## src/hw/rtl/tlik_pkg.sv

```systemverilog
// Shared widths, constants and the arctangent table for the leg IK pipeline.
package tlik_pkg;

    localparam int SEG_W       = 15;
    localparam int COORD_W     = 16;
    localparam int ANGLE_W     = 16;
    localparam int CFG_IDX_W   = 1;
    localparam int CORDIC_STAGES_DEF = 16;
    localparam int ATAN_LEN    = 24;
    localparam int RAD_W       = 64;
    localparam int ROOT_W      = 32;
    localparam int VEC_W       = 48;
    localparam int MAG_W       = 42;
    localparam int Z_W         = 32;
    localparam int NORM_TOP    = 40;   // normalized magnitude lands in [2^40, 2^41)
    localparam int NORM_STAGES = 6;
    localparam int LANES       = 3;    // knee acos, hip acos, hip atan
    localparam int LANE_KNEE   = 0;
    localparam int LANE_HIP    = 1;
    localparam int LANE_PHI    = 2;

    localparam logic [SEG_W-1:0] UPPER_RST = 15'd2458;
    localparam logic [SEG_W-1:0] LOWER_RST = 15'd3277;

    // angles in 2^-16 degree
    localparam logic signed [Z_W-1:0] DEG_90  = 32'sd5898240;
    localparam logic signed [Z_W-1:0] DEG_180 = 32'sd11796480;
    localparam logic signed [Z_W-1:0] ROUND_HALF = 32'sd512;
    localparam int ROUND_SHIFT = 10;
    localparam logic signed [Z_W-1:0] OUT_LIMIT = 32'sd23040;

    typedef enum logic [CFG_IDX_W-1:0] {
        REG_UPPER = 1'b0,
        REG_LOWER = 1'b1
    } cfg_idx_t;

    // state carried alongside the square-root cells
    typedef struct packed {
        logic                     bad;
        logic                     xneg;
        logic signed [32:0]       ck;
        logic signed [32:0]       ch;
        logic signed [COORD_W:0]  xp;
        logic signed [COORD_W:0]  yp;
    } side_a_t;

    // special-case flags carried alongside the normalize and CORDIC cells
    typedef struct packed {
        logic bad;
        logic xneg;
        logic k_szero;
        logic k_cneg;
        logic k_czero;
        logic h_szero;
        logic h_cneg;
        logic h_czero;
        logic p_xzero;
        logic p_yzero;
        logic p_ypos;
    } side_b_t;

    // atan(2^-i) in 2^-16 degree
    function automatic logic signed [Z_W-1:0] atan_lut(input int idx);
        logic signed [Z_W-1:0] v;
        case (idx)
            0:  v = 32'sd2949120;
            1:  v = 32'sd1740967;
            2:  v = 32'sd919879;
            3:  v = 32'sd466945;
            4:  v = 32'sd234379;
            5:  v = 32'sd117304;
            6:  v = 32'sd58666;
            7:  v = 32'sd29335;
            8:  v = 32'sd14668;
            9:  v = 32'sd7334;
            10: v = 32'sd3667;
            11: v = 32'sd1833;
            12: v = 32'sd917;
            13: v = 32'sd458;
            14: v = 32'sd229;
            15: v = 32'sd115;
            16: v = 32'sd57;
            17: v = 32'sd29;
            18: v = 32'sd14;
            19: v = 32'sd7;
            20: v = 32'sd4;
            21: v = 32'sd2;
            22: v = 32'sd1;
            default: v = '0;
        endcase
        return v;
    endfunction

    function automatic logic [MAG_W-1:0] mag_of(input logic signed [VEC_W-1:0] v);
        logic signed [VEC_W-1:0] a;
        a = v[VEC_W-1] ? -v : v;
        return MAG_W'(a);
    endfunction

endpackage

```

## src/hw/rtl/tlik_norm_cell.sv

```systemverilog
// One binary step of the vector normalizing shift ahead of the CORDIC.
module tlik_norm_cell
    import tlik_pkg::*;
#(
    parameter int SHIFT = 1
) (
    input  logic                    aclk,
    input  logic                    en,
    input  logic signed [VEC_W-1:0] x_in,
    input  logic signed [VEC_W-1:0] y_in,
    input  logic [MAG_W-1:0]        m_in,
    output logic signed [VEC_W-1:0] x_out,
    output logic signed [VEC_W-1:0] y_out,
    output logic [MAG_W-1:0]        m_out
);

    localparam logic [MAG_W-1:0] LIMIT = MAG_W'(1) << (NORM_TOP + 1 - SHIFT);

    logic signed [VEC_W-1:0] x_reg, x_next, y_reg, y_next;
    logic [MAG_W-1:0]        m_reg, m_next;

    always_comb begin
        if (m_in < LIMIT) begin
            x_next = x_in <<< SHIFT;
            y_next = y_in <<< SHIFT;
            m_next = m_in << SHIFT;
        end else begin
            x_next = x_in;
            y_next = y_in;
            m_next = m_in;
        end
    end

    always_ff @(posedge aclk) begin
        if (en) begin
            x_reg <= x_next;
            y_reg <= y_next;
            m_reg <= m_next;
        end
    end

    assign x_out = x_reg;
    assign y_out = y_reg;
    assign m_out = m_reg;

endmodule

```

## config.mk

```make
export PLATFORM = sky130hd
export DESIGN_NAME = tlik_norm_cell
export DESIGN_NICKNAME = d
export VERILOG_FILES = /design/src/hw/rtl/tlik_pkg.sv /design/src/hw/rtl/tlik_norm_cell.sv
export SDC_FILE = /design/constraint.sdc
export NUM_CORES = 1
export LEC_CHECK = 0
export BUFFER_PORTS_ARGS = -buffer_cell sky130_fd_sc_hd__buf_2
export CORE_ASPECT_RATIO = 0.8
export CORE_MARGIN = 4
export CORE_UTILIZATION = 40
export DETAILED_ROUTE_END_ITERATION = 10
export PLACE_DENSITY = 0.71
export SYNTH_ARGS = -nofsm -noshare
export SYNTH_HDL_FRONTEND = slang
export SYNTH_SLANG_ARGS = --single-unit
```

## constraint.sdc

```tcl
create_clock -name aclk -period 1.75 [get_ports aclk]
set_clock_uncertainty 0.2 [all_clocks]
set_input_delay 0.35 -clock aclk [delete_from_list [all_inputs] [get_ports aclk]]
set_output_delay 0.35 -clock aclk [all_outputs]
set_load 0.05 [all_outputs]
```

==> metrics.md <==
| Metric | Value |
|---|---|
| Fmax | `~630 MHz` |
| TritonCTS clock tree | `done` |
| DRC errors left | `0` |
| Avg Vias per Cell | `roughly 4.8` |
| Setup crit end kind | `output pin` |
| Slew HR | `about four fifths` |
| Hold_sp | `m_in[39]` |
| Most common cell after layout, fill and taps aside | `buf_2` |
| H-tree Lvls | `4` |
| Worst VDD drop | `between 0.0006 and 0.0007 V` |
| Yosys synthesis warning count | `0` |
| Die width | `around 140 µm` |
| Drt initial violations | `approximately 180` |
| Routability congestion estimate from global placement | `0.761` |
| Multi-input logic area | `approximately 1500 µm²` |
| GRT overflow | `0` |
| Register Area | `roughly 4100 µm²` |
| CP bufs+invs | `1` |
| Max-Cap Viols | `0` |
| Drt wl/cell | `between 15 and 20 µm` |
| Mapped Cells | `between 200 and 300` |
| Die area | `16500 µm²` |
| Largest stage delay on the critical path | `about 0.4 ns` |
| Port bufs | `277` |
| CP max FO | `1` |
| Status | `finished clean` |
| Post-Syn Nets | `about 430` |
| Final setup violation count | `0` |
| Core box area | `14200 µm²` |
| Tcrit/Tclk final | `roughly nine tenths` |
| Critical path cell sequence | `buf_2` |
| Most frequent cells in the layout | `buf_2, edfxtp_1, mux2_2, mux2_1, clkbuf_16` |
| Core Util, Final | `around 58%` |
| Worst EP required | `1.20 ns` |
| Area delta synth->final | `41.6%` |
| Clock Path Buffers | `2` |
| Num CTS Buffers | `17` |
| DR vias | `3768` |
| Worst-path clk slew | `roughly 0.06 ns` |
| Syn_area_per_cell | `19.8 µm²` |
| Chip height | `approximately 120 µm` |
| Pwr Density | `1200 nW/µm²` |
| PostCTS Resize Cnt | `0` |
| Routed Wire Length | `14200 µm` |
| Crit path from | `m_out[17]` |
| Root buf cell | `clkbuf_16` |
| DRT antenna net count | `0` |
| Leak | `approximately 3.4 nW` |
| TNS Setup | `0 ns` |
| Post-synthesis cell type count | `11` |
| Startpoint types | `flop` |
| Worst-Margin Slew | `around 0.32 ns` |
| Fraction of layout cells with a size suffix above 1 | `between 70 and 80%` |
| Mapped cell area | `approximately 5800 µm²` |
| #FFs+latches synth | `138` |
| Drt first pass iters | `4` |
| Num ports | `278` |
| Largest net degree at the start of global routing | `47` |
| Post-synthesis sequential area ratio | `71.6%` |
| Final #Nets | `730` |
| Antenna violations before repair | `0` |
| WHS | `0.0375 ns` |
| Max stage delay cell, worst path | `edfxtp_1` |
| # diodes | `0` |
| Crit path max-delay family | `flip-flops` |
| Initial Utilization | `about two fifths` |
| Total track usage | `16.8%` |
| First-pass GRT wire length | `about 21000 µm` |
| Crit Path Category | `reg2out` |
| Min Tclk post-route | `between 1.5 and 2 ns` |
| RSZ-0062 raised after global routing | `no` |
| WP data arrival | `between 1 and 1.5 ns` |
| Pins Over Slew Limit | `0` |
| # rows | `39` |
| DP HPWL | `between 10000 and 15000 µm` |
| Filler cells | `about 1100` |
| Hold Path Class | `in2reg` |
| Vias in the first global route | `roughly 3900` |
| Clock tree sinks | `between 100 and 150` |
| Final hold vios | `0` |
-- cells in the mapped netlist --
cell type    n  area, µm²
edfxtp_1   138       4140
mux2_2     103       1160
mux2_1      30        338
buf_2        9       45.0
buf_6        4       45.0
nor2b_1      3       18.8
a21o_1       1       7.51
buf_4        1       7.51
clkbuf_1     1       3.75
inv_1        1       3.75
nor2_4       1       11.3
-- where the power goes --
part / internal, mW / total (mW) / switching, mW
Combinational: 0.566 / 2.02 / 1.45
Sequential: 4.00 / 4.07 / 0.0776
Clock: 2.38 / 3.75 / 1.37
Total: 6.95 / 9.85 / 2.90
-- path summary, 6_finish.rpt --
| check | endpoint | cells past startpoint |
|---|---|---|
| max | m_out[17] | 1 |
| min | m_out[40] | 2 |
-- state kept, by name, indices dropped and copies added (netlist names) --
| name | flops |
|---|---|
| m_out | 42 |
| x_out | 48 |
| y_out | 48 |
-- cell type report --
cell class | instances | area share [%]
flip-flops and latches | 138 | 50.6
repair buffers | 294 | 20.2
multi-input cells | 138 | 18.7
clock buffers | 17 | 5.19
well taps | 184 | 2.81
clock inverters | 15 | 2.40
inverters | 1 | 0.0458
-- what timing repair did --
item	CTS	global route
setup buffers	0	0
hold buffers	1	0
hold endpoints to repair	1	0
-- per-stage QoR --
step / cell area, µm² / setup WS [ns] / power, mW / std cells
CTS: 8190 / 0.115 / 9.95 / 787
detailed placement: 7560 / -0.0642 / 6.18 / 754
floorplan: 5780 / 0.135 / 5.52 / 292
global placement: 7560 / -0.0410 / 6.14 / 754
global route: 8190 / 0.106 / 10.2 / 787
finish: 8190 / 0.155 / 9.85 / 787
-- layer usage --
| layer | global-route usage (%) | share of wire, % | wire [µm] | up-vias |
|---|---|---|---|---|
| met4 | 8.04 | 2.8 | 393 | 0 |
| li1 | - | - | - | 1766 |
| met2 | 27.8 | 50 | 7090 | 182 |
| met3 | 6.19 | 10 | 1430 | 29 |
| met5 | 0 | 0 | 0 | - |
| met1 | 19.4 | 37 | 5300 | 1791 |
-- cells by family after synthesis --
group	Yosys count	synth area share, %
buffers and inverters	16	1.82
multiplexers	133	25.9
AND/OR/NAND/NOR	4	0.519
flip-flops	138	71.6
AO/OA/AOI/OAI	1	0.130
No activity file was read; power rests on OpenSTA's default activity.
