`config.mk`:
```
export PLATFORM = sky130hd
export DESIGN_NAME = tlik_cordic_cell
export DESIGN_NICKNAME = d
export VERILOG_FILES = /design/src/hw/rtl/tlik_pkg.sv /design/src/hw/rtl/tlik_cordic_cell.sv
export SDC_FILE = /design/constraint.sdc
export NUM_CORES = 1
export LEC_CHECK = 0
export ABC_CLOCK_PERIOD_IN_PS = 4340
export BUFFER_PORTS_ARGS = -buffer_cell sky130_fd_sc_hd__buf_2
export CAP_MARGIN = 30
export CORE_MARGIN = 8
export CORE_UTILIZATION = 40
export DETAILED_ROUTE_END_ITERATION = 10
export PLACE_DENSITY = 0.72
export SYNTH_ARGS = -nofsm -noshare
export SYNTH_HDL_FRONTEND = slang
export SYNTH_SLANG_ARGS = --single-unit
```
`constraint.sdc`:
```
create_clock -name aclk -period 4.34 [get_ports aclk]
set_clock_uncertainty 0.1 [all_clocks]
set_input_delay 0.217 -clock aclk [delete_from_list [all_inputs] [get_ports aclk]]
set_output_delay 0.217 -clock aclk [all_outputs]
set_load 0.05 [all_outputs]
```
`src/hw/rtl/tlik_pkg.sv`:
```
// Shared widths, constants and the arctangent table for the leg IK pipeline.
package tlik_pkg;

    localparam int SEG_W       = 15;
    localparam int COORD_W     = 16;
    localparam int ANGLE_W     = 16;
    localparam int CFG_IDX_W   = 1;
    localparam int CORDIC_STAGES_DEF = 16;
    localparam int ATAN_LEN    = 24;
    localparam int RAD_W       = 64;
    localparam int ROOT_W      = 32;
    localparam int VEC_W       = 48;
    localparam int MAG_W       = 42;
    localparam int Z_W         = 32;
    localparam int NORM_TOP    = 40;   // normalized magnitude lands in [2^40, 2^41)
    localparam int NORM_STAGES = 6;
    localparam int LANES       = 3;    // knee acos, hip acos, hip atan
    localparam int LANE_KNEE   = 0;
    localparam int LANE_HIP    = 1;
    localparam int LANE_PHI    = 2;

    localparam logic [SEG_W-1:0] UPPER_RST = 15'd2458;
    localparam logic [SEG_W-1:0] LOWER_RST = 15'd3277;

    // angles in 2^-16 degree
    localparam logic signed [Z_W-1:0] DEG_90  = 32'sd5898240;
    localparam logic signed [Z_W-1:0] DEG_180 = 32'sd11796480;
    localparam logic signed [Z_W-1:0] ROUND_HALF = 32'sd512;
    localparam int ROUND_SHIFT = 10;
    localparam logic signed [Z_W-1:0] OUT_LIMIT = 32'sd23040;

    typedef enum logic [CFG_IDX_W-1:0] {
        REG_UPPER = 1'b0,
        REG_LOWER = 1'b1
    } cfg_idx_t;

    // state carried alongside the square-root cells
    typedef struct packed {
        logic                     bad;
        logic                     xneg;
        logic signed [32:0]       ck;
        logic signed [32:0]       ch;
        logic signed [COORD_W:0]  xp;
        logic signed [COORD_W:0]  yp;
    } side_a_t;

    // special-case flags carried alongside the normalize and CORDIC cells
    typedef struct packed {
        logic bad;
        logic xneg;
        logic k_szero;
        logic k_cneg;
        logic k_czero;
        logic h_szero;
        logic h_cneg;
        logic h_czero;
        logic p_xzero;
        logic p_yzero;
        logic p_ypos;
    } side_b_t;

    // atan(2^-i) in 2^-16 degree
    function automatic logic signed [Z_W-1:0] atan_lut(input int idx);
        logic signed [Z_W-1:0] v;
        case (idx)
            0:  v = 32'sd2949120;
            1:  v = 32'sd1740967;
            2:  v = 32'sd919879;
            3:  v = 32'sd466945;
            4:  v = 32'sd234379;
            5:  v = 32'sd117304;
            6:  v = 32'sd58666;
            7:  v = 32'sd29335;
            8:  v = 32'sd14668;
            9:  v = 32'sd7334;
            10: v = 32'sd3667;
            11: v = 32'sd1833;
            12: v = 32'sd917;
            13: v = 32'sd458;
            14: v = 32'sd229;
            15: v = 32'sd115;
            16: v = 32'sd57;
            17: v = 32'sd29;
            18: v = 32'sd14;
            19: v = 32'sd7;
            20: v = 32'sd4;
            21: v = 32'sd2;
            22: v = 32'sd1;
            default: v = '0;
        endcase
        return v;
    endfunction

    function automatic logic [MAG_W-1:0] mag_of(input logic signed [VEC_W-1:0] v);
        logic signed [VEC_W-1:0] a;
        a = v[VEC_W-1] ? -v : v;
        return MAG_W'(a);
    endfunction

endpackage

```
`src/hw/rtl/tlik_cordic_cell.sv`:
```
// One vectoring-mode CORDIC iteration with its angle accumulator.
module tlik_cordic_cell
    import tlik_pkg::*;
#(
    parameter int IDX = 0
) (
    input  logic                    aclk,
    input  logic                    en,
    input  logic signed [VEC_W-1:0] x_in,
    input  logic signed [VEC_W-1:0] y_in,
    input  logic signed [Z_W-1:0]   z_in,
    output logic signed [VEC_W-1:0] x_out,
    output logic signed [VEC_W-1:0] y_out,
    output logic signed [Z_W-1:0]   z_out
);

    localparam logic signed [Z_W-1:0] ATAN = atan_lut(IDX);

    logic signed [VEC_W-1:0] x_reg, x_next, y_reg, y_next;
    logic signed [Z_W-1:0]   z_reg, z_next;
    logic signed [VEC_W-1:0] xs, ys;

    assign xs = x_in >>> IDX;
    assign ys = y_in >>> IDX;

    always_comb begin
        if (y_in[VEC_W-1]) begin
            x_next = x_in - ys;
            y_next = y_in + xs;
            z_next = z_in - ATAN;
        end else begin
            x_next = x_in + ys;
            y_next = y_in - xs;
            z_next = z_in + ATAN;
        end
    end

    always_ff @(posedge aclk) begin
        if (en) begin
            x_reg <= x_next;
            y_reg <= y_next;
            z_reg <= z_next;
        end
    end

    assign x_out = x_reg;
    assign y_out = y_reg;
    assign z_out = z_reg;

endmodule

```
==> flow_summary.json, run 1 <==
{
  "powerDensity_mw_per_mm2": 359.8,
  "synth_fp_nets": 1899,
  "place_hpwl_um": 39040,
  "start_util_pct": 40.56,
  "grt-ovfl-total": 0,
  "post_cts_buffers": 0,
  "die_x_um": 197.6,
  "synthSimpleGateAreaFrac_pct": 14.57,
  "report.final.slew_viol_count": 0,
  "cap_violations": 0,
  "synth_ff_type": "edfxtp_1",
  "switching_share_pct": 44.70,
  "ys_seq_area_share_pct": 28.90,
  "yosysTopAreaCell": "edfxtp_1",
  "start_kind": "primary input",
  "clock-root-buffer": "clkbuf_16",
  "totalWireLength_um": 48680,
  "gp_congestion": 0.9560,
  "htreeDepth": 4,
  "grt_start_max_net_pins": 95,
  "synth_compound_area_share_pct": 26.50,
  "area_delta_synth_final_pct": 19.34,
  "synthMuxAreaShare_pct": 1.289,
  "whs_endpoint": "y_out[47]",
  "num_rows": 66,
  "combPwrFrac_pct": 45.0,
  "holdCritPathClass": "in -> reg",
  "switchingPower_mw": 2.533,
  "pwr-share-seq_pct": 29.6,
  "clkTransAtPathRegs_ns": 0.06,
  "grt_pass1_wl_um": 74020,
  "cp.arrival_ns": 3.70,
  "status": "complete, no violations",
  "synthXorXnorAreaFrac_pct": 6.902,
  "syn_inst": 1610,
  "ioPinCount": 258,
  "min_period_over_period_pct": 83.69,
  "slew_headroom_pct": 30.94,
  "synthArstFlopShare_pct": 0,
  "synth_top_family_by_area": "compound AO/OA/AOI/OAI gates",
  "grt_antenna_before_repair": 0,
  "finalPower_mw": 5.667,
  "worstSetupPathType": "in -> reg",
  "clockPowerShare_pct": 25.4,
  "end_kind": "flip-flop",
  "drive_above_1_share_pct": 18.52,
  "ir_drop_mv": 0.2807,
  "finalHoldViolCount": 0,
  "worst_pin_slew_ns": 1.036,
  "wl_per_cell_um": 20.97,
  "finalCriticalPeriod_ns": 3.632,
  "cp_max_fo": 14,
  "drtIter0Drc": 1452,
  "max_freq_ghz": 0.2753,
  "first_global_vias": 13050,
  "drcViolationCount": 0,
  "grt_use_total_pct": 24.07,
  "hp-start": "x_in[47]",
  "final_cells": 2321,
  "cts_tree": "built",
  "synth_top_cell_area_share_pct": 28.90,
  "yosys-top-cells-area": "edfxtp_1 29%, ha_1 15%, a21oi_1 7.7%, xnor2_1 6.4%, nor2_1 4.5%",
  "synth_enable_flop_cells": 127,
  "numCtsBuffers": 17,
  "vias": 13280,
  "fp.dieH_um": 197.6,
  "setup_viol": 0,
  "via_per_inst": 5.721,
  "coreArea_mm2": 0.03254,
  "ys_seq_elements": 127,
  "final_nets": 2155,
  "yosysWarnings": 0,
  "synthAdderAreaFrac_pct": 15.30,
  "intPower_mw": 3.134,
  "clock_sinks": 127,
  "io_buffers": 257,
  "dieArea_mm2": 0.03906,
  "leakagePower_nw": 7.025,
  "min_path_cells": 2,
  "clockBufferDepth": 2,
  "rsz0062_at_grt": "no",
  "yosys.cell_types.count": 80,
  "syn_area_mm2": 0.01320,
  "antenna_cells": 0,
  "finalSetupTns_ns": 0,
  "required_ns": 4.41,
  "dpl.cell_count": 2271,
  "synth_area_per_cell_um2": 8.197,
  "drt-pass1-iter-count": 5,
  "ant_nets": 0
}
==> cells in the mapped netlist (4+ instances only) <==
master,n
o31ai_1,19
o21a_1,13
xor2_1,7
nor4_1,14
a21oi_1,202
nand2_1,103
a21o_1,28
a211o_1,6
xnor2_1,97
o21ai_1,15
buf_2,11
inv_1,151
or2_2,7
or3_1,7
a2111oi_0,5
nor3_1,31
and3_1,5
o22ai_1,5
fa_1,4
nor2_1,157
inv_2,8
nand3_1,29
a31o_2,4
and2_1,8
o21bai_1,32
o21ai_0,117
nand2b_1,11
mux2i_1,17
a21boi_1,9
buf_1,15
a211oi_1,17
ha_1,155
a31oi_1,19
o211ai_1,18
a221oi_1,5
o2111ai_1,4
clkbuf_1,37
nor2b_1,15
edfxtp_1,127
nand4_1,13
o211a_1,7
==> worst max-delay path by stage <==
| stage | startpoint | end | cells after the start |
|---|---|---|---|
| floorplan | y_in[47] | z_out[30] | 14 |
| global placement | x_in[7] | y_out[42] | 14 |
| detailed placement | x_in[7] | y_out[42] | 14 |
| CTS | x_in[7] | y_out[42] | 14 |
| global route | x_in[7] | y_out[42] | 14 |
| finish | x_in[7] | y_out[42] | 14 |
==> flip-flops by register name, indices dropped and copies added, names as in the netlist <==
signal  flops
x_out      48
y_out      47
z_out      32
==> critical path, stage by stage <==
cell and delay [ns]:
buf_2 0.11, inv_1 0.04, ha_1 0.48, a211oi_1 0.49, nand2_1 0.10, o22ai_1 0.16
buf_4 0.17, o31ai_1 0.14, a21boi_1 0.50, nor2_1 0.16, o21a_1 0.23, a2111oi_0 0.63
a221oi_2 0.08, xnor2_1 0.18
==> metal layers <==
layer  vias up  GRT usage, %  routed length (um)
met5         -             0                   0
met4         0         7.550                1278
met3        76         3.799                4162
met2       643         39.24               22080
met1      6270         32.31               21170
li1       6289             -                   -
==> layout by cell type (no fill, tap or decap), types with 6 or more instances in the layout <==
cell type / instances
clkbuf_16: 17
a31oi_1: 19
o21ai_0: 117
buf_4: 27
o31ai_1: 19
a211oi_1: 17
o21ai_1: 15
or3_1: 7
buf_2: 255
dlygate4sd3_1: 17
o211a_1: 7
nor4_1: 14
a21boi_1: 9
nor3_1: 31
o211ai_1: 18
nor2b_1: 15
nand4_1: 13
xor2_1: 7
nand2_1: 103
inv_1: 151
nor2_1: 157
a21o_1: 28
o21a_1: 13
mux2i_1: 17
nand2b_1: 11
xnor2_1: 97
o21bai_1: 32
inv_2: 8
edfxtp_1: 127
ha_1: 155
or2_2: 7
a21oi_1: 202
a211o_1: 6
nand3_1: 29
and2_1: 8
==> logic make-up (layout without fill, tap and decap cells) <==
logic type | after synthesis | in the layout
AO/OA/AOI/OAI | 562 | 562
buffers and inverters | 225 | 494
adder cells (fa/ha/maj) | 159 | 159
flip-flops | 127 | 127
multiplexers | 17 | 17
AND/OR/NAND/NOR | 416 | 416
XOR/XNOR | 104 | 104
==> timing repair <==
action / in CTS / in global routing
gates resized for setup: 0 / 0
hold endpoints to repair: 17 / 0
endpoints found under the setup margin: 0 / 0
hold buffers: 17 / 0
==> final cells by class <==
class | instances | area [um2]
tap | 442 | 553.0
clock buffer | 17 | 425.4
multi-input combinational | 1258 | 8521
timing repair buffer | 301 | 1697
clock inverter | 15 | 135.1
inverter | 161 | 604.3
fill | 3279 | 16790
sequential | 127 | 3814
==> power by group through the flow <==
| stage | logic [mW] | clock network (mW) | registers (mW) |
|---|---|---|---|
| after CTS | 2.52 | 1.46 | 1.68 |
| final | 2.55 | 1.44 | 1.68 |
| after global routing | 2.71 | 1.50 | 1.70 |
| after global placement | 2.49 | 0 | 1.70 |
| after floorplan | 1.09 | 0 | 2.37 |
| after detailed placement | 2.50 | 0 | 1.71 |
==> stage by stage <==
| stage | hold WS [ns] | instance area [um2] | setup slack, ns | util (%) |
|---|---|---|---|---|
| after floorplan | 0.2159 | 13200 | 1.155 | - |
| after global routing | 0.01712 | 15750 | 0.4974 | 48.40 |
| after detailed placement | 0.2968 | 14990 | 0.3849 | 46.07 |
| after CTS | 0.01202 | 15720 | 0.8236 | 48.32 |
| after global placement | 0.2934 | 14990 | 0.4411 | 46.07 |
| final | 0.02158 | 15750 | 0.7080 | 48.40 |
Power figures use the tool's default switching activity.
==> run 2, diff against run 1 <==
--- a/config.mk
+++ b/config.mk
@@ -5,13 +5,13 @@
 export SDC_FILE = /design/constraint.sdc
 export NUM_CORES = 1
 export LEC_CHECK = 0
-export ABC_CLOCK_PERIOD_IN_PS = 4340
+export ABC_CLOCK_PERIOD_IN_PS = 3210
 export BUFFER_PORTS_ARGS = -buffer_cell sky130_fd_sc_hd__buf_2
 export CAP_MARGIN = 30
 export CORE_MARGIN = 8
 export CORE_UTILIZATION = 40
 export DETAILED_ROUTE_END_ITERATION = 10
-export PLACE_DENSITY = 0.72
+export PLACE_DENSITY = 0.74
 export SYNTH_ARGS = -nofsm -noshare
 export SYNTH_HDL_FRONTEND = slang
 export SYNTH_SLANG_ARGS = --single-unit
==> constraint.sdc (replaced) <==
create_clock -name aclk -period 3.21 [get_ports aclk]
set_clock_uncertainty 0.1 [all_clocks]
set_input_delay 0.1605 -clock aclk [delete_from_list [all_inputs] [get_ports aclk]]
set_output_delay 0.1605 -clock aclk [all_outputs]
set_load 0.05 [all_outputs]
==> run 2 against run 1 <==
Global-route usage up 1.9 points. Die area unchanged. Critical endpoint is now x_out[46]. Sequential power up 35%. Power up 46%. Core utilization up 6.7 points. Sequential share of layout area down 3.0 points. Combinational power up 55%. Design area up 14%. Worst hold slack better by 0.035 ns. Largest power group unchanged. Critical path depth unchanged. Critical path type unchanged. Sequential cell count unchanged.
==> flow_summary.json, run 2 (synthesis results as in run 1) <==
{
  "status": "complete, no violations",
  "fin_area_mm2": 0.01794,
  "cp.arrival_ns": 3.31,
  "ir_drop_mv": 0.3991,
  "ioPinCount": 258,
  "dpl.cell_count": 2550,
  "place_hpwl_um": 43040,
  "cts_tree": "built",
  "critical_path_buf_inv_count": 2,
  "path_depth": 14,
  "coreArea_mm2": 0.03254,
  "cp_max_fo": 4,
  "clockBufferDepth": 2,
  "rsz0062_at_grt": "yes",
  "grt_pass1_wl_um": 80180,
  "layout_common_cells": "303 x buf_4, 255 x buf_2, 202 x a21oi_1",
  "powerDensity_mw_per_mm2": 461.0,
  "fp.dieH_um": 197.6,
  "drive_above_1_share_pct": 29.11,
  "layout_commonest_cell": "buf_4",
  "htreeDepth": 4,
  "finalPower_mw": 8.269,
  "numCtsBuffers": 17,
  "setup_viol": 0,
  "area_delta_synth_final_pct": 35.92,
  "min_period_over_period_pct": 97.60,
  "gp_congestion": 0.9979,
  "dieArea_mm2": 0.03906,
  "path_delay_family": "compound AO/OA/AOI/OAI gates",
  "via_per_inst": 5.509,
  "path_common_cell": "o211ai_1",
  "start_util_pct": 40.56,
  "largest_register_ffs": 48,
  "finalHoldViolCount": 0,
  "required_ns": 3.38,
  "io_buffers": 257,
  "crit_path_end": "x_out[46]",
  "worst_pin_slew_ns": 1.059,
  "clkTransAtPathRegs_ns": 0.06,
  "max_freq_ghz": 0.3192,
  "wl_per_cell_um": 20.16,
  "start_kind": "primary input",
  "end_kind": "flip-flop",
  "final_cells": 2599,
  "critPathSlowestCell": "a311o_1",
  "first_global_vias": 14410,
  "drcViolationCount": 0,
  "grt_antenna_before_repair": 0,
  "antenna_cells": 0,
  "grt-ovfl-total": 0,
  "slowest_delay_ns": 0.42,
  "totalWireLength_um": 52400,
  "num_rows": 66,
  "clock_sinks": 127,
  "drtIter0Drc": 1260,
  "topRoutingLayerUsed": "met4",
  "grt_use_total_pct": 25.95,
  "met1_length_um": 22950,
  "final_util_pct": 55.13,
  "cap_violations": 0,
  "grt_start_max_net_pins": 95,
  "route.met3.wl_um": 3924,
  "slew_headroom_pct": 29.37,
  "worstSetupPathType": "in -> reg",
  "holdCritPathClass": "in -> reg",
  "place_area_mm2": 0.01712,
  "clock-root-buffer": "clkbuf_16",
  "path_cells": "buf_2 -> ha_1 -> fa_1 -> nor2b_2 -> o211ai_1 -> a211oi_2 -> nor3_2 -> o41ai_4 -> a311oi_4 -> o31ai_2 -> buf_4 -> nand4b_1 -> a311o_1 -> o211ai_1",
  "drt-pass1-iter-count": 5,
  "report.final.slew_viol_count": 0,
  "die_x_um": 197.6,
  "vias": 14320,
  "holdWs_ns": 0.05616,
  "ant_nets": 0,
  "leakagePower_nw": 8.396,
  "final_nets": 2434,
  "finalCriticalPeriod_ns": 3.133,
  "critPathLaunch": "x_in[0]",
  "wl_met2_um": 24100
}
[run 2: area by class of cell]
| class | count | area, um2 |
|---|---|---|
| clock inverter | 14 | 167.7 |
| inverter | 161 | 604.3 |
| fill | 3077 | 14600 |
| timing repair buffer | 580 | 3811 |
| tap | 442 | 553.0 |
| sequential | 127 | 3814 |
| clock buffer | 17 | 425.4 |
| multi-input combinational | 1258 | 8561 |
[run 2: how the worst min path moves through the flow]
| stage | from | endpoint | depth (start not counted) | slack (ns) |
|---|---|---|---|---|
| after floorplan | z_in[0] | z_out[0] | 0 | 0.16 |
| after global placement | z_in[8] | z_out[8] | 1 | 0.24 |
| after detailed placement | z_in[4] | z_out[4] | 1 | 0.24 |
| after CTS | z_in[31] | z_out[31] | 3 | 0.04 |
| after global routing | z_in[31] | z_out[31] | 3 | 0.07 |
| final | z_in[31] | z_out[31] | 3 | 0.06 |
[run 2: tightest hold or removal path: stages]
cell and delay, ns:
buf_2 0.08, xor2_1 0.07, xnor2_1 0.16
[run 2: what timing repair did]
item	4_1_cts	5_1_grt
endpoints found under the hold margin	19	0
endpoints found under the setup margin	1	10
setup buffers	0	0
pin swaps	0	2
resized for setup	1	5
hold buffers	18	0
[run 2: metal layers]
layer  up-vias  GRT usage (%)
met2       637          42.61
met3        90          4.225
met4         0          8.352
li1       6841              -
met5         -              0
met1      6749          34.43
[run 2: where the power goes]
| part | total, mW | internal, mW | switching (mW) |
|---|---|---|---|
| Clock | 2.06 | 1.22 | 0.842 |
| Sequential | 2.27 | 2.18 | 0.0895 |
| Combinational | 3.94 | 1.35 | 2.58 |
[run 2: metrics by stage]
stage,TNS [ns],setup slack (ns)
5_1_grt,-0.1511,-0.06984
2_1_floorplan,0,0.08165
3_5_place_dp,-6.619,-0.4756
4_1_cts,0,0.02792
3_3_place_gp,-5.131,-0.3451
6_report,0,0.07694
