$ cat src/hw/rtl/tlik_pkg.sv
// Shared widths, constants and the arctangent table for the leg IK pipeline.
package tlik_pkg;

    localparam int SEG_W       = 15;
    localparam int COORD_W     = 16;
    localparam int ANGLE_W     = 16;
    localparam int CFG_IDX_W   = 1;
    localparam int CORDIC_STAGES_DEF = 16;
    localparam int ATAN_LEN    = 24;
    localparam int RAD_W       = 64;
    localparam int ROOT_W      = 32;
    localparam int VEC_W       = 48;
    localparam int MAG_W       = 42;
    localparam int Z_W         = 32;
    localparam int NORM_TOP    = 40;   // normalized magnitude lands in [2^40, 2^41)
    localparam int NORM_STAGES = 6;
    localparam int LANES       = 3;    // knee acos, hip acos, hip atan
    localparam int LANE_KNEE   = 0;
    localparam int LANE_HIP    = 1;
    localparam int LANE_PHI    = 2;

    localparam logic [SEG_W-1:0] UPPER_RST = 15'd2458;
    localparam logic [SEG_W-1:0] LOWER_RST = 15'd3277;

    // angles in 2^-16 degree
    localparam logic signed [Z_W-1:0] DEG_90  = 32'sd5898240;
    localparam logic signed [Z_W-1:0] DEG_180 = 32'sd11796480;
    localparam logic signed [Z_W-1:0] ROUND_HALF = 32'sd512;
    localparam int ROUND_SHIFT = 10;
    localparam logic signed [Z_W-1:0] OUT_LIMIT = 32'sd23040;

    typedef enum logic [CFG_IDX_W-1:0] {
        REG_UPPER = 1'b0,
        REG_LOWER = 1'b1
    } cfg_idx_t;

    // state carried alongside the square-root cells
    typedef struct packed {
        logic                     bad;
        logic                     xneg;
        logic signed [32:0]       ck;
        logic signed [32:0]       ch;
        logic signed [COORD_W:0]  xp;
        logic signed [COORD_W:0]  yp;
    } side_a_t;

    // special-case flags carried alongside the normalize and CORDIC cells
    typedef struct packed {
        logic bad;
        logic xneg;
        logic k_szero;
        logic k_cneg;
        logic k_czero;
        logic h_szero;
        logic h_cneg;
        logic h_czero;
        logic p_xzero;
        logic p_yzero;
        logic p_ypos;
    } side_b_t;

    // atan(2^-i) in 2^-16 degree
    function automatic logic signed [Z_W-1:0] atan_lut(input int idx);
        logic signed [Z_W-1:0] v;
        case (idx)
            0:  v = 32'sd2949120;
            1:  v = 32'sd1740967;
            2:  v = 32'sd919879;
            3:  v = 32'sd466945;
            4:  v = 32'sd234379;
            5:  v = 32'sd117304;
            6:  v = 32'sd58666;
            7:  v = 32'sd29335;
            8:  v = 32'sd14668;
            9:  v = 32'sd7334;
            10: v = 32'sd3667;
            11: v = 32'sd1833;
            12: v = 32'sd917;
            13: v = 32'sd458;
            14: v = 32'sd229;
            15: v = 32'sd115;
            16: v = 32'sd57;
            17: v = 32'sd29;
            18: v = 32'sd14;
            19: v = 32'sd7;
            20: v = 32'sd4;
            21: v = 32'sd2;
            22: v = 32'sd1;
            default: v = '0;
        endcase
        return v;
    endfunction

    function automatic logic [MAG_W-1:0] mag_of(input logic signed [VEC_W-1:0] v);
        logic signed [VEC_W-1:0] a;
        a = v[VEC_W-1] ? -v : v;
        return MAG_W'(a);
    endfunction

endpackage

$ cat src/hw/rtl/tlik_sqrt_cell.sv
// One result bit of a pipelined restoring integer square root.
module tlik_sqrt_cell
    import tlik_pkg::*;
#(
    parameter int BIT = 0
) (
    input  logic              aclk,
    input  logic              en,
    input  logic [RAD_W-1:0]  rem_in,
    input  logic [ROOT_W-1:0] root_in,
    output logic [RAD_W-1:0]  rem_out,
    output logic [ROOT_W-1:0] root_out
);

    localparam logic [RAD_W-1:0]  ONE_SQ  = RAD_W'(1) << (2 * BIT);
    localparam logic [ROOT_W-1:0] ONE_BIT = ROOT_W'(1) << BIT;

    logic [RAD_W-1:0]  rem_reg, rem_next;
    logic [ROOT_W-1:0] root_reg, root_next;
    logic [RAD_W-1:0]  trial;

    // (root + 2^i)^2 - root^2
    assign trial = (RAD_W'(root_in) << (BIT + 1)) + ONE_SQ;

    always_comb begin
        if (rem_in >= trial) begin
            rem_next  = rem_in - trial;
            root_next = root_in | ONE_BIT;
        end else begin
            rem_next  = rem_in;
            root_next = root_in;
        end
    end

    always_ff @(posedge aclk) begin
        if (en) begin
            rem_reg  <= rem_next;
            root_reg <= root_next;
        end
    end

    assign rem_out  = rem_reg;
    assign root_out = root_reg;

endmodule

$ cat config.mk
export PLATFORM = sky130hd
export DESIGN_NAME = tlik_sqrt_cell
export DESIGN_NICKNAME = d
export VERILOG_FILES = /design/src/hw/rtl/tlik_pkg.sv /design/src/hw/rtl/tlik_sqrt_cell.sv
export SDC_FILE = /design/constraint.sdc
export NUM_CORES = 1
export LEC_CHECK = 0
export BUFFER_PORTS_ARGS = -buffer_cell sky130_fd_sc_hd__buf_4
export CORE_ASPECT_RATIO = 1.25
export CORE_MARGIN = 2
export CORE_UTILIZATION = 41
export DETAILED_ROUTE_END_ITERATION = 16
export PLACE_DENSITY_LB_ADDON = 0.15
export SLEW_MARGIN = 25
export SYNTH_ARGS = -nofsm -noshare
export SYNTH_HDL_FRONTEND = slang
export SYNTH_SLANG_ARGS = --single-unit
$ cat constraint.sdc
create_clock -name aclk -period 7.3 [get_ports aclk]
set_input_delay 0.73 -clock aclk [delete_from_list [all_inputs] [get_ports aclk]]
set_output_delay 0.73 -clock aclk [all_outputs]
set_load 0.01 [all_outputs]
==> results of run 1 <==
[how the worst max path moves through the flow]
stage                      startpoint          end  slack [ns]  cells past startpoint
after global routing      root_in[17]  rem_out[49]        2.78                     11
after detailed placement   rem_in[18]  rem_out[50]        2.74                     10
after CTS                  rem_in[18]  rem_out[50]        3.08                     10
after floorplan            rem_in[46]  rem_out[53]        3.89                     11
final                      rem_in[18]  rem_out[50]        3.08                     10
after global placement     rem_in[40]  rem_out[50]        2.88                      9
[layer usage]
layer	track usage [%]	vias to the layer above
met5	0	-
met4	8.28	0
met3	3.96	31
met2	41.9	182
met1	23.5	2479
li1	-	2574
[flip-flops by register name, indices dropped and copies added, names as in the netlist]
name	flops
rem_out	64
root_out	32
[cells by family (layout without fill, tap and decap cells)]
| group | after synthesis | after routing | share of synthesized area (%) |
|---|---|---|---|
| buf+inv | 60 | 251 | 4.12 |
| compound gates | 151 | 151 | 15.0 |
| xor+xnor | 62 | 62 | 9.03 |
| flops | 96 | 96 | 47.9 |
| fa+ha+maj | 34 | 34 | 7.20 |
| simple gates | 197 | 197 | 16.5 |
| mux | 1 | 1 | 0.187 |
[critical path: stages]
cell and delay [ns]:
buf_4 0.11, ha_1 0.42, nand2_1 0.17, o21ai_1 0.26, a21oi_1 0.12, o41ai_1 0.54, a221o_2 0.93, nand3_1 0.42
nor4_1 0.48, xor2_1 0.12
[through the flow]
step | worst slack [ns] | total power, mW | hold slack, ns | cells
final | 3.08 | 1.58 | 0.554 | 970
after global routing | 2.78 | 1.65 | 0.549 | 970
after CTS | 3.08 | 1.59 | 0.546 | 970
after detailed placement | 2.74 | 1.13 | 0.919 | 954
after global placement | 2.88 | 1.13 | 0.919 | 954
after floorplan | 3.89 | 0.926 | 0.829 | 601
[placed cells by master, fill, tap and decap left out, types with 4 or more instances in the layout]
cell and n:
or4_1 8, nand4_1 11, o21bai_1 5, a21oi_1 69, o21ai_0 35, clkbuf_16 9
or3_1 7, nor3_1 20, nand3_1 12, edfxtp_1 96, xor2_1 36, o211ai_1 6
nor2_1 58, nand2b_1 4, ha_1 33, a21o_1 7, inv_1 40, buf_4 195
a31oi_1 5, xnor2_1 26, or2_2 4, nand2_1 45, nor4_1 11
[synth_stat cells (all sizes together) (3+ instances only)]
library cell   n
a211oi         3
a21o           7
a21oi         69
a31oi          5
buf            8
clkbuf        12
edfxtp        96
ha            33
inv           40
nand2         45
nand2b         4
nand3         12
nand4         11
nor2          58
nor3          21
nor4          12
o211a          3
o211ai         6
o21a           3
o21ai         36
o21bai         5
or2            4
or3            7
or4            8
xnor2         26
xor2          36
[power groups by stage]
stage          logic, mW  clock network, mW  registers [mW]
2_1_floorplan      0.183                  0           0.744
3_3_place_gp       0.419                  0           0.712
3_5_place_dp       0.420                  0           0.713
4_1_cts            0.422              0.469           0.702
5_1_grt            0.459              0.485           0.706
6_report           0.420              0.458           0.700
[cell type report]
class / instances / area [µm²]
clock buffer: 9 / 225
timing repair buffer: 195 / 1460
sequential: 96 / 2880
tap: 178 / 223
inverter: 40 / 150
fill: 1317 / 6460
multi-input combinational: 445 / 2880
clock inverter: 7 / 55.1
==> Flow_metrics.wiki, run 1 <==
{| class="wikitable"
! Metric !! Value
|-
| Met1 wire length || 6270 µm
|-
| Crit Path Max Fanout || 52
|-
| Die Area || 15700 µm²
|-
| Hold Buf Count CTS || 0
|-
| Die Ht || approximately 140 µm
|-
| Count of maximum capacitance violations || 0
|-
| Count of nets left with antenna violations after detail routing || 0
|-
| Initial cell density of the core || a little over two fifths
|-
| Total CTS buffers || 9
|-
| Top Layer Used || met4
|-
| IO Count || between 150 and 200
|-
| Largest net degree at the start of global routing || between 50 and 60
|-
| Cell area power density || around 200 nW/µm²
|-
| Number of placement rows || 49
|-
| Fraction of layout instances using a drive strength above 1 || between 20% and 30%
|-
| Detailed-routed wire length on met3 || 992 µm
|-
| Area of all placed cells without fillers || slightly below 8000 µm²
|-
| Root Buffer Master || clkbuf_16
|-
| Run status || completed
|-
| Antenna violations before repair || 0
|-
| Static Leak || between 3 and 4 nW
|-
| Setup Viol. Count Final || 0
|-
| Minimum period implied by the final worst setup slack || 4.22 ns
|-
| Global-route wire length before repair || between 20000 and 30000 µm
|-
| Final number of max-transition violations || 0
|-
| Fmax achieved || ~240 MHz
|-
| Number of storage elements in the synthesis netlist || 96
|-
| Share of the clock period used by the worst path after layout || roughly 58%
|-
| Warnings, synthesis || 0
|-
| Post-synthesis instance area || roughly 6000 µm²
|-
| Worst-Margin Slew || a little under 1 ns
|-
| Placement-stage cell area || roughly 7600 µm²
|-
| Class of the tightest hold or removal check || in2reg
|-
| Final design utilization || around 55%
|-
| Count of clock tree sinks || 96
|-
| TritonCTS clock tree || yes
|-
| GR Overflow Total || 0
|-
| Register area share after synthesis || a little under half
|-
| Area share of the largest cell type after synthesis || about 48%
|-
| Post-synth ARST share || 0%
|-
| Most used DFF post-synth || edfxtp_1
|-
| Hold Vio Cnt, Final || 0
|-
| Total negative slack for setup checks || 0 ns
|-
| Number of buffers added on ports || 193
|-
| Required time of the critical path || approximately 7.4 ns
|-
| Number of H-tree levels || 3
|-
| Leading area contributor after synthesis || edfxtp_1
|-
| Width of the chip || approximately 110 µm
|-
| 1st-iter DRT viols || roughly 280
|-
| Portion of total power attributed to the clock network || 29.0%
|-
| Number of global-route vias before repair || ~5400
|-
| Met2 routed wirelength || about 9400 µm
|-
| Critical path launch point type || input port
|-
| WL per Instance || between 15 and 20 µm
|-
| Clock edge transition at the registers on the reported setup and hold paths || about 0.07 ns
|-
| Vias post-DR || 5266
|-
| Final GP Congestion || roughly 0.9
|-
| Wire length after detailed routing || 17100 µm
|-
| Worst min-delay path startpoint || root_in[19]
|-
| Layout-stage area growth over the synthesis result || 31.1%
|-
| Sink of the worst hold path || root_out[19]
|-
| P_sw || roughly 0.47 mW
|-
| Internal Dissipation || about 1.1 mW
|-
| IR Drop Worst-Case VDD || 101 µV
|-
| Clk buf depth || 2
|-
| Total of cells resized after clock tree synthesis || 0
|-
| Vias per cell || roughly 5.4
|-
| Post-synthesis cell count || ~600
|-
| HPWL after DPL || 13500 µm
|-
| Post-synth EDFFs || between 90 and 100
|-
| Worst slew margin || about 35%
|-
| Kind of end point of the critical path || flop
|-
| Worst path arrival time || 4.31 ns
|-
| Fraction of power consumed by sequential logic || between 40 and 50%
|-
| Worst Hold Path Cells || 1
|-
| Worst Setup Path Type || in2reg
|-
| ANT cells || 0
|-
| Core box area || 14300 µm²
|-
| Number of optimization iterations in the first detailed-route pass || 5
|-
| Overall Global Routing Usage || 21.9%
|-
| Final layout net count || between 900 and 1000
|-
| Number of remaining DRC errors || 0
|-
| Share of power burned in combinational logic || approximately a quarter
|-
| Synthesized area per cell || between 10 and 15 µm²
|-
| Net count of the mapped netlist || roughly 730
|-
| Ranking of synthesized cells by area || edfxtp_1 (48%), ha_1 (6.9%), a21oi_1 (5.7%)
|-
| Post-CTS Setup Inserts || 0
|-
| Switching share of total power || just under 30%
|-
| RSZ-0062 raised after global routing || no
|-
| Synth unique cells || 57
|}
Power figures use the tool's default switching activity.
==> run 2, diff against run 1 <==
Settings changed: ABC_AREA set to 1.
Clock period 7.3 ns to 3.75 ns, I/O delays scaled along.
==> Flow_metrics.wiki, run 2 <==
{| class="wikitable"
! Metric !! Value
|-
| Wire length after detailed routing || 24600 µm
|-
| Worst path arrival time || ~2.6 ns
|-
| Sink of the worst hold path || root_out[24]
|-
| Die Ht || 159 µm
|-
| Worst Hold Path Cells || 1
|-
| Width of the chip || 128 µm
|-
| Most used DFF post-synth || edfxtp_1
|-
| Top cells by count, synth || nand2_1 (423), inv_1 (217), nor2_1 (112), edfxtp_1 (96), nand3_1 (53)
|-
| Share of the clock period used by the worst path after layout || approximately two thirds
|-
| Number of H-tree levels || 3
|-
| Max reg flops || 64
|-
| Post-synthesis instance area || 7840 µm²
|-
| Minimum period implied by the final worst setup slack || roughly 2.5 ns
|-
| Smallest hold slack || roughly 0.2 ns
|-
| Place WS || slightly above 0.9 ns
|-
| Worst stage delay on the critical path || about 0.48 ns
|-
| Post-synth EDFFs || between 90 and 100
|-
| Post-CTS Setup Inserts || 0
|-
| Class of the tightest hold or removal check || in2reg
|-
| WL per Instance || ~16 µm
|-
| Vias per cell || 4.78
|-
| Crit Path Max Fanout || 20
|-
| Area of all placed cells without fillers || slightly below 10000 µm²
|-
| Run status || completed
|-
| Total negative slack for setup checks || 0 ns
|-
| Warnings, synthesis || 0
|-
| Number of optimization iterations in the first detailed-route pass || 4
|-
| HPWL after DPL || 20800 µm
|-
| Fraction of layout instances using a drive strength above 1 || between 20% and 30%
|-
| Count of maximum capacitance violations || 0
|-
| Number of placement rows || 56
|-
| Ordered cell list for the critical path || buf_4 > fa_1 > nand3_1 > nand3_2 > nand2_1 > nand2_2 > nand2_1 > nand2_2 > nand2_1 > nand2_2 > a21oi_4 > buf_4 > o21ai_2
|-
| Worst Setup Path Type || in2reg
|-
| Core box area || 18800 µm²
|-
| Post-synthesis cell count || around 1100
|-
| Met1 track demand over resource || 26.6%
|-
| Count of nets left with antenna violations after detail routing || 0
|-
| Worst slew margin || between 50% and 60%
|-
| Most frequent cells in the layout || nand2_1 (423), inv_1 (217), buf_4 (198), nor2_1 (112), edfxtp_1 (96)
|-
| Total Power Consumption || around 3.4 mW
|-
| Layout-stage area growth over the synthesis result || 25.3%
|-
| Final GP Congestion || between 0.9 and 1
|-
| ANT cells || 0
|-
| Largest net degree at the start of global routing || 47
|-
| Register area share after synthesis || 36.8%
|-
| Worst path setup slack after routing || approximately 1.3 ns
|-
| Ranking of synthesized cells by area || edfxtp_1 (37%), nand2_1 (20%), inv_1 (10%)
|-
| Setup Viol. Count Final || 0
|-
| Worst-Margin Slew || between 0.6 and 0.7 ns
|-
| Number of buffers added on ports || about 190
|-
| Synthesized area per cell || about 7.0 µm²
|-
| Count of clock tree sinks || 96
|-
| Met2 Track Usage GR || between 40% and 50%
|-
| Required time of the critical path || roughly 3.9 ns
|-
| Total CTS buffers || 9
|-
| Number of remaining DRC errors || 0
|-
| Fmax achieved || slightly above 400 MHz
|-
| 1st-iter DRT viols || between 400 and 500
|-
| Number of global-route vias before repair || between 7000 and 8000
|-
| Leading area contributor after synthesis || edfxtp_1
|-
| Busiest metal layer after global routing || met2
|-
| GR Overflow Total || 0
|-
| Top-count cell post-synth || nand2_1
|-
| Overall Global Routing Usage || around a quarter
|-
| Number of storage elements in the synthesis netlist || between 90 and 100
|-
| Placement-stage cell area || ~9500 µm²
|-
| Post-synth ARST share || 0%
|-
| Synth unique cells || 32
|-
| IR Drop Worst-Case VDD || 184 µV
|-
| Leading cell type in the layout, fill and taps excluded || nand2_1
|-
| Final layout net count || 1456
|-
| Net count of the mapped netlist || around 1300
|-
| Static Leak || 4.97 nW
|-
| Worst min-delay path startpoint || root_in[24]
|-
| Global-route wire length before repair || between 30000 and 40000 µm
|-
| Antenna violations before repair || 0
|-
| RSZ-0062 raised after global routing || no
|-
| Root Buffer Master || clkbuf_16
|-
| Clock edge transition at the registers on the reported setup and hold paths || roughly 0.070 ns
|-
| Hold Buf Count CTS || 0
|-
| Cell at the slowest stage of the critical path || fa_1
|-
| Kind of end point of the critical path || flop
|-
| TritonCTS clock tree || yes
|-
| Met3 GRT Util || approximately 3.3%
|-
| Area share of the largest cell type after synthesis || a little under two fifths
|-
| Hold Vio Cnt, Final || 0
|-
| Vias post-DR || 7464
|-
| Die Area || 20300 µm²
|-
| Total of cells resized after clock tree synthesis || 0
|-
| Clk buf depth || 2
|-
| Cell area power density || between 300 and 400 nW/µm²
|-
| Initial cell density of the core || around two fifths
|-
| Critical path launch point type || input port
|-
| Final number of max-transition violations || 0
|-
| IO Count || around 190
|}
==> run 2: stage by stage <==
step	instances	util, %
6_report	1560	52.3
5_1_grt	1560	52.3
3_3_place_gp	1545	50.6
4_1_cts	1560	52.3
2_1_floorplan	1124	-
3_5_place_dp	1545	50.6
==> run 2: logic make-up after synthesis <==
logic type | synth area share [%]
and+or+nand+nor | 34.2
buffers and inverters | 12.2
DFF | 36.8
AOI/OAI and AO/OA | 7.94
adders and majority gates | 5.52
xor gates and xnor gates | 3.35
==> run 2: how the worst max path moves through the flow <==
| stage | start | end | slack [ns] | cells past startpoint |
|---|---|---|---|---|
| 3_3_place_gp | rem_in[1] | rem_out[20] | 1.0 | 13 |
| 3_5_place_dp | rem_in[1] | rem_out[20] | 0.93 | 13 |
| 5_1_grt | root_in[0] | rem_out[19] | 1.14 | 14 |
| 2_1_floorplan | root_in[0] | root_out[0] | 1.50 | 14 |
| 4_1_cts | rem_in[1] | rem_out[20] | 1.29 | 13 |
| 6_report | rem_in[1] | rem_out[20] | 1.29 | 13 |
==> run 2: final cells by class <==
cell class | instances | area [µm²]
clock buffer | 9 | 225
clock inverter | 6 | 91.3
fill | 1965 | 8950
inverter | 220 | 826
multi-input combinational | 798 | 4010
sequential | 96 | 2880
tap | 232 | 290
timing repair buffer | 199 | 1510
==> run 2: metal layers <==
layer / part of all wire [%] / wire length, µm / vias to the layer above
met1: 39 / 9540 / 3362
met5: 0 / 0 / -
li1: - / - / 3868
met3: 4.1 / 1020 / 36
met2: 54 / 13300 / 198
met4: 2.9 / 714 / 0
==> run 2: worst max-delay path: cells and delay by family <==
| family | cells | cell delay, ns |
|---|---|---|
| adders and majority gates | 1 | 0.48 |
| buffers and inverters | 2 | 0.53 |
| AOI/OAI and AO/OA | 2 | 0.43 |
| and+or+nand+nor | 8 | 0.72 |
==> run 2: power by group <==
part / switching (mW) / total, mW / internal [mW]
clock network: 0.439 / 1.03 / 0.588
registers: 0.0367 / 1.36 / 1.33
logic: 0.559 / 0.972 / 0.413
==> run 3, diff against run 2 <==
Settings changed: ABC_AREA 1 to 0.
Clock period 3.75 ns to 2.55 ns, I/O delays scaled along.
==> Flow_metrics.wiki, run 3 (synthesized netlist as in run 1, its figures left out) <==
{| class="wikitable"
! Metric !! Value
|-
| Number of remaining DRC errors || 0
|-
| TritonCTS clock tree || yes
|-
| Die Ht || 139 µm
|-
| Final GP Congestion || between 0.8 and 0.9
|-
| Worst Hold Path Cells || 1
|-
| Global-route wire length before repair || ~32000 µm
|-
| ANT cells || 0
|-
| 1st-iter DRT viols || 260
|-
| Hold Buf Count CTS || 0
|-
| Crit Path Max Fanout || 8
|-
| Share of the clock period used by the worst path after layout || 108%
|-
| Initial cell density of the core || about two fifths
|-
| Number of buffers added on ports || a little under 200
|-
| Number of global-route vias before repair || between 6000 and 7000
|-
| Fmax achieved || 362 MHz
|-
| Max reg flops || 64
|-
| Kind of end point of the critical path || flop
|-
| Count of nets left with antenna violations after detail routing || 0
|-
| Total negative slack for setup checks || -5.42 ns
|-
| Worst path setup slack after routing || -0.210 ns
|-
| WL per Instance || 17.8 µm
|-
| Area used by multi-input combinational logic || 3230 µm²
|-
| Placement-stage cell area || 9010 µm²
|-
| Wire length after detailed routing || between 20000 and 25000 µm
|-
| Overall Global Routing Usage || about a quarter
|-
| Layout-stage area growth over the synthesis result || 63.0%
|-
| Reg area || 2880 µm²
|-
| Class of the tightest hold or removal check || in2reg
|-
| Required time of the critical path || 2.65 ns
|-
| Cell area power density || 517 nW/µm²
|-
| Leading cell type in the layout, fill and taps excluded || buf_4
|-
| Static Leak || between 4 and 5 nW
|-
| Number of optimization iterations in the first detailed-route pass || 4
|-
| Hold Vio Cnt, Final || 0
|-
| IR Drop Worst-Case VDD || 369 µV
|-
| Vias per cell || 5.22
|-
| Critical path launch point type || input port
|-
| Count of clock tree sinks || 96
|-
| Root Buffer Master || clkbuf_16
|-
| Fill cells || between 1000 and 1500
|-
| Number of H-tree levels || 3
|-
| Final number of max-transition violations || 0
|-
| GR Overflow Total || 0
|-
| Count of maximum capacitance violations || 0
|-
| Run status || complete, but fails checks
|-
| Violations in the final reports || negative setup slack
|-
| Number of placement rows || slightly below 50
|-
| Total CTS buffers || 9
|-
| Most frequent cells in the layout || buf_4 (376), edfxtp_1 (96), a21oi_1 (63), nor2_1 (47), nand2_1 (45)
|-
| Fraction of layout instances using a drive strength above 1 || 46.9%
|-
| Core box area || 14300 µm²
|-
| Worst slew margin || between 50% and 60%
|-
| Antenna violations before repair || 0
|-
| Worst path arrival time || 2.86 ns
|-
| Clock edge transition at the registers on the reported setup and hold paths || about 0.070 ns
|-
| Final layout net count || about 1100
|-
| Largest net degree at the start of global routing || 97
|-
| Vias post-DR || around 6100
|-
| RSZ-0062 raised after global routing || yes
|-
| Setup Viol. Count Final || 43
|-
| Die Area || 15700 µm²
|-
| Area of all placed cells without fillers || approximately 9800 µm²
|-
| Width of the chip || 112 µm
|-
| Worst-Margin Slew || roughly 0.61 ns
|-
| Clk buf depth || 2
|-
| IO Count || approximately 190
|-
| HPWL after DPL || 16000 µm
|-
| Minimum period implied by the final worst setup slack || ~2.8 ns
|-
| Worst Setup Path Type || in2reg
|}
run 3: cell types whose count changed in the layout (fill, tap and decap cells not counted), sizes merged, moves of 7 or more:
cell   previous run  this run
nor2            120        58
xor2             10        36
buf             199       390
nand2           450        45
or3               0         7
o21ai            24        36
inv             223        41
nor4              0        12
a21oi            54        69
nand3            54        12
or4               0         8
run 3: final cells by class:
cell class	instances	share of cell area [%]
Multi-Input combinational cell	446	33.0
Timing Repair Buffer	390	30.7
Sequential cell	96	29.4
Clock buffer	9	2.30
Tap cell	178	2.27
Inverter	40	1.53
Clock inverter	6	0.855
run 3: critical path, stage by stage:
cell and delay (ns):
buf_6 0.09, or4_4 0.53, or4b_4 0.55, nand4bb_1 0.22, a31o_1 0.23, a221o_2 0.36, buf_8 0.16, nand4b_4 0.19
nor3_1 0.10, xnor2_1 0.16
run 3: power breakdown:
group / switching (mW) / leakage (nW) / internal, mW
Sequential: 0.0515 / 0.940 / 1.95
Clock: 0.596 / 0.147 / 0.851
Combinational: 0.778 / 3.27 / 0.836
Total: 1.43 / 4.36 / 3.64
run 3: final timing paths:
| path | startpoint | slack, ns | end |
|---|---|---|---|
| setup / recovery | rem_in[46] | -0.21 | rem_out[47] |
| hold / removal | root_in[25] | 0.08 | root_out[25] |
run 3: stage by stage:
| step | worst slack (ns) | instances | util (%) | total power [mW] | hold slack, ns |
|---|---|---|---|---|---|
| floorplan | -0.365 | 601 | - | 2.66 | 0.354 |
| global placement | -0.630 | 1136 | 62.8 | 3.56 | 0.444 |
| detailed placement | -0.729 | 1136 | 62.8 | 3.58 | 0.445 |
| CTS | -0.195 | 1161 | 67.1 | 5.07 | 0.0722 |
| global route | -0.236 | 1165 | 68.3 | 5.29 | 0.0653 |
| finish | -0.210 | 1165 | 68.3 | 5.07 | 0.0806 |
run 3: per-layer routing:
| layer | global-route usage, % | vias to the layer above | wire length (µm) |
|---|---|---|---|
| met1 | 25.8 | 2868 | 7190 |
| met5 | 0 | - | 0 |
| met4 | 9.69 | 0 | 699 |
| li1 | - | 2978 | - |
| met3 | 5.44 | 43 | 960 |
| met2 | 52.7 | 192 | 11900 |
run 3: timing repair:
item | 4_1_cts | 5_1_grt
resized for setup | 55 | 37
gates cloned | 4 | 0
pin swaps | 13 | 13
setup endpoints to repair | 59 | 59
setup buffers | 7 | 7
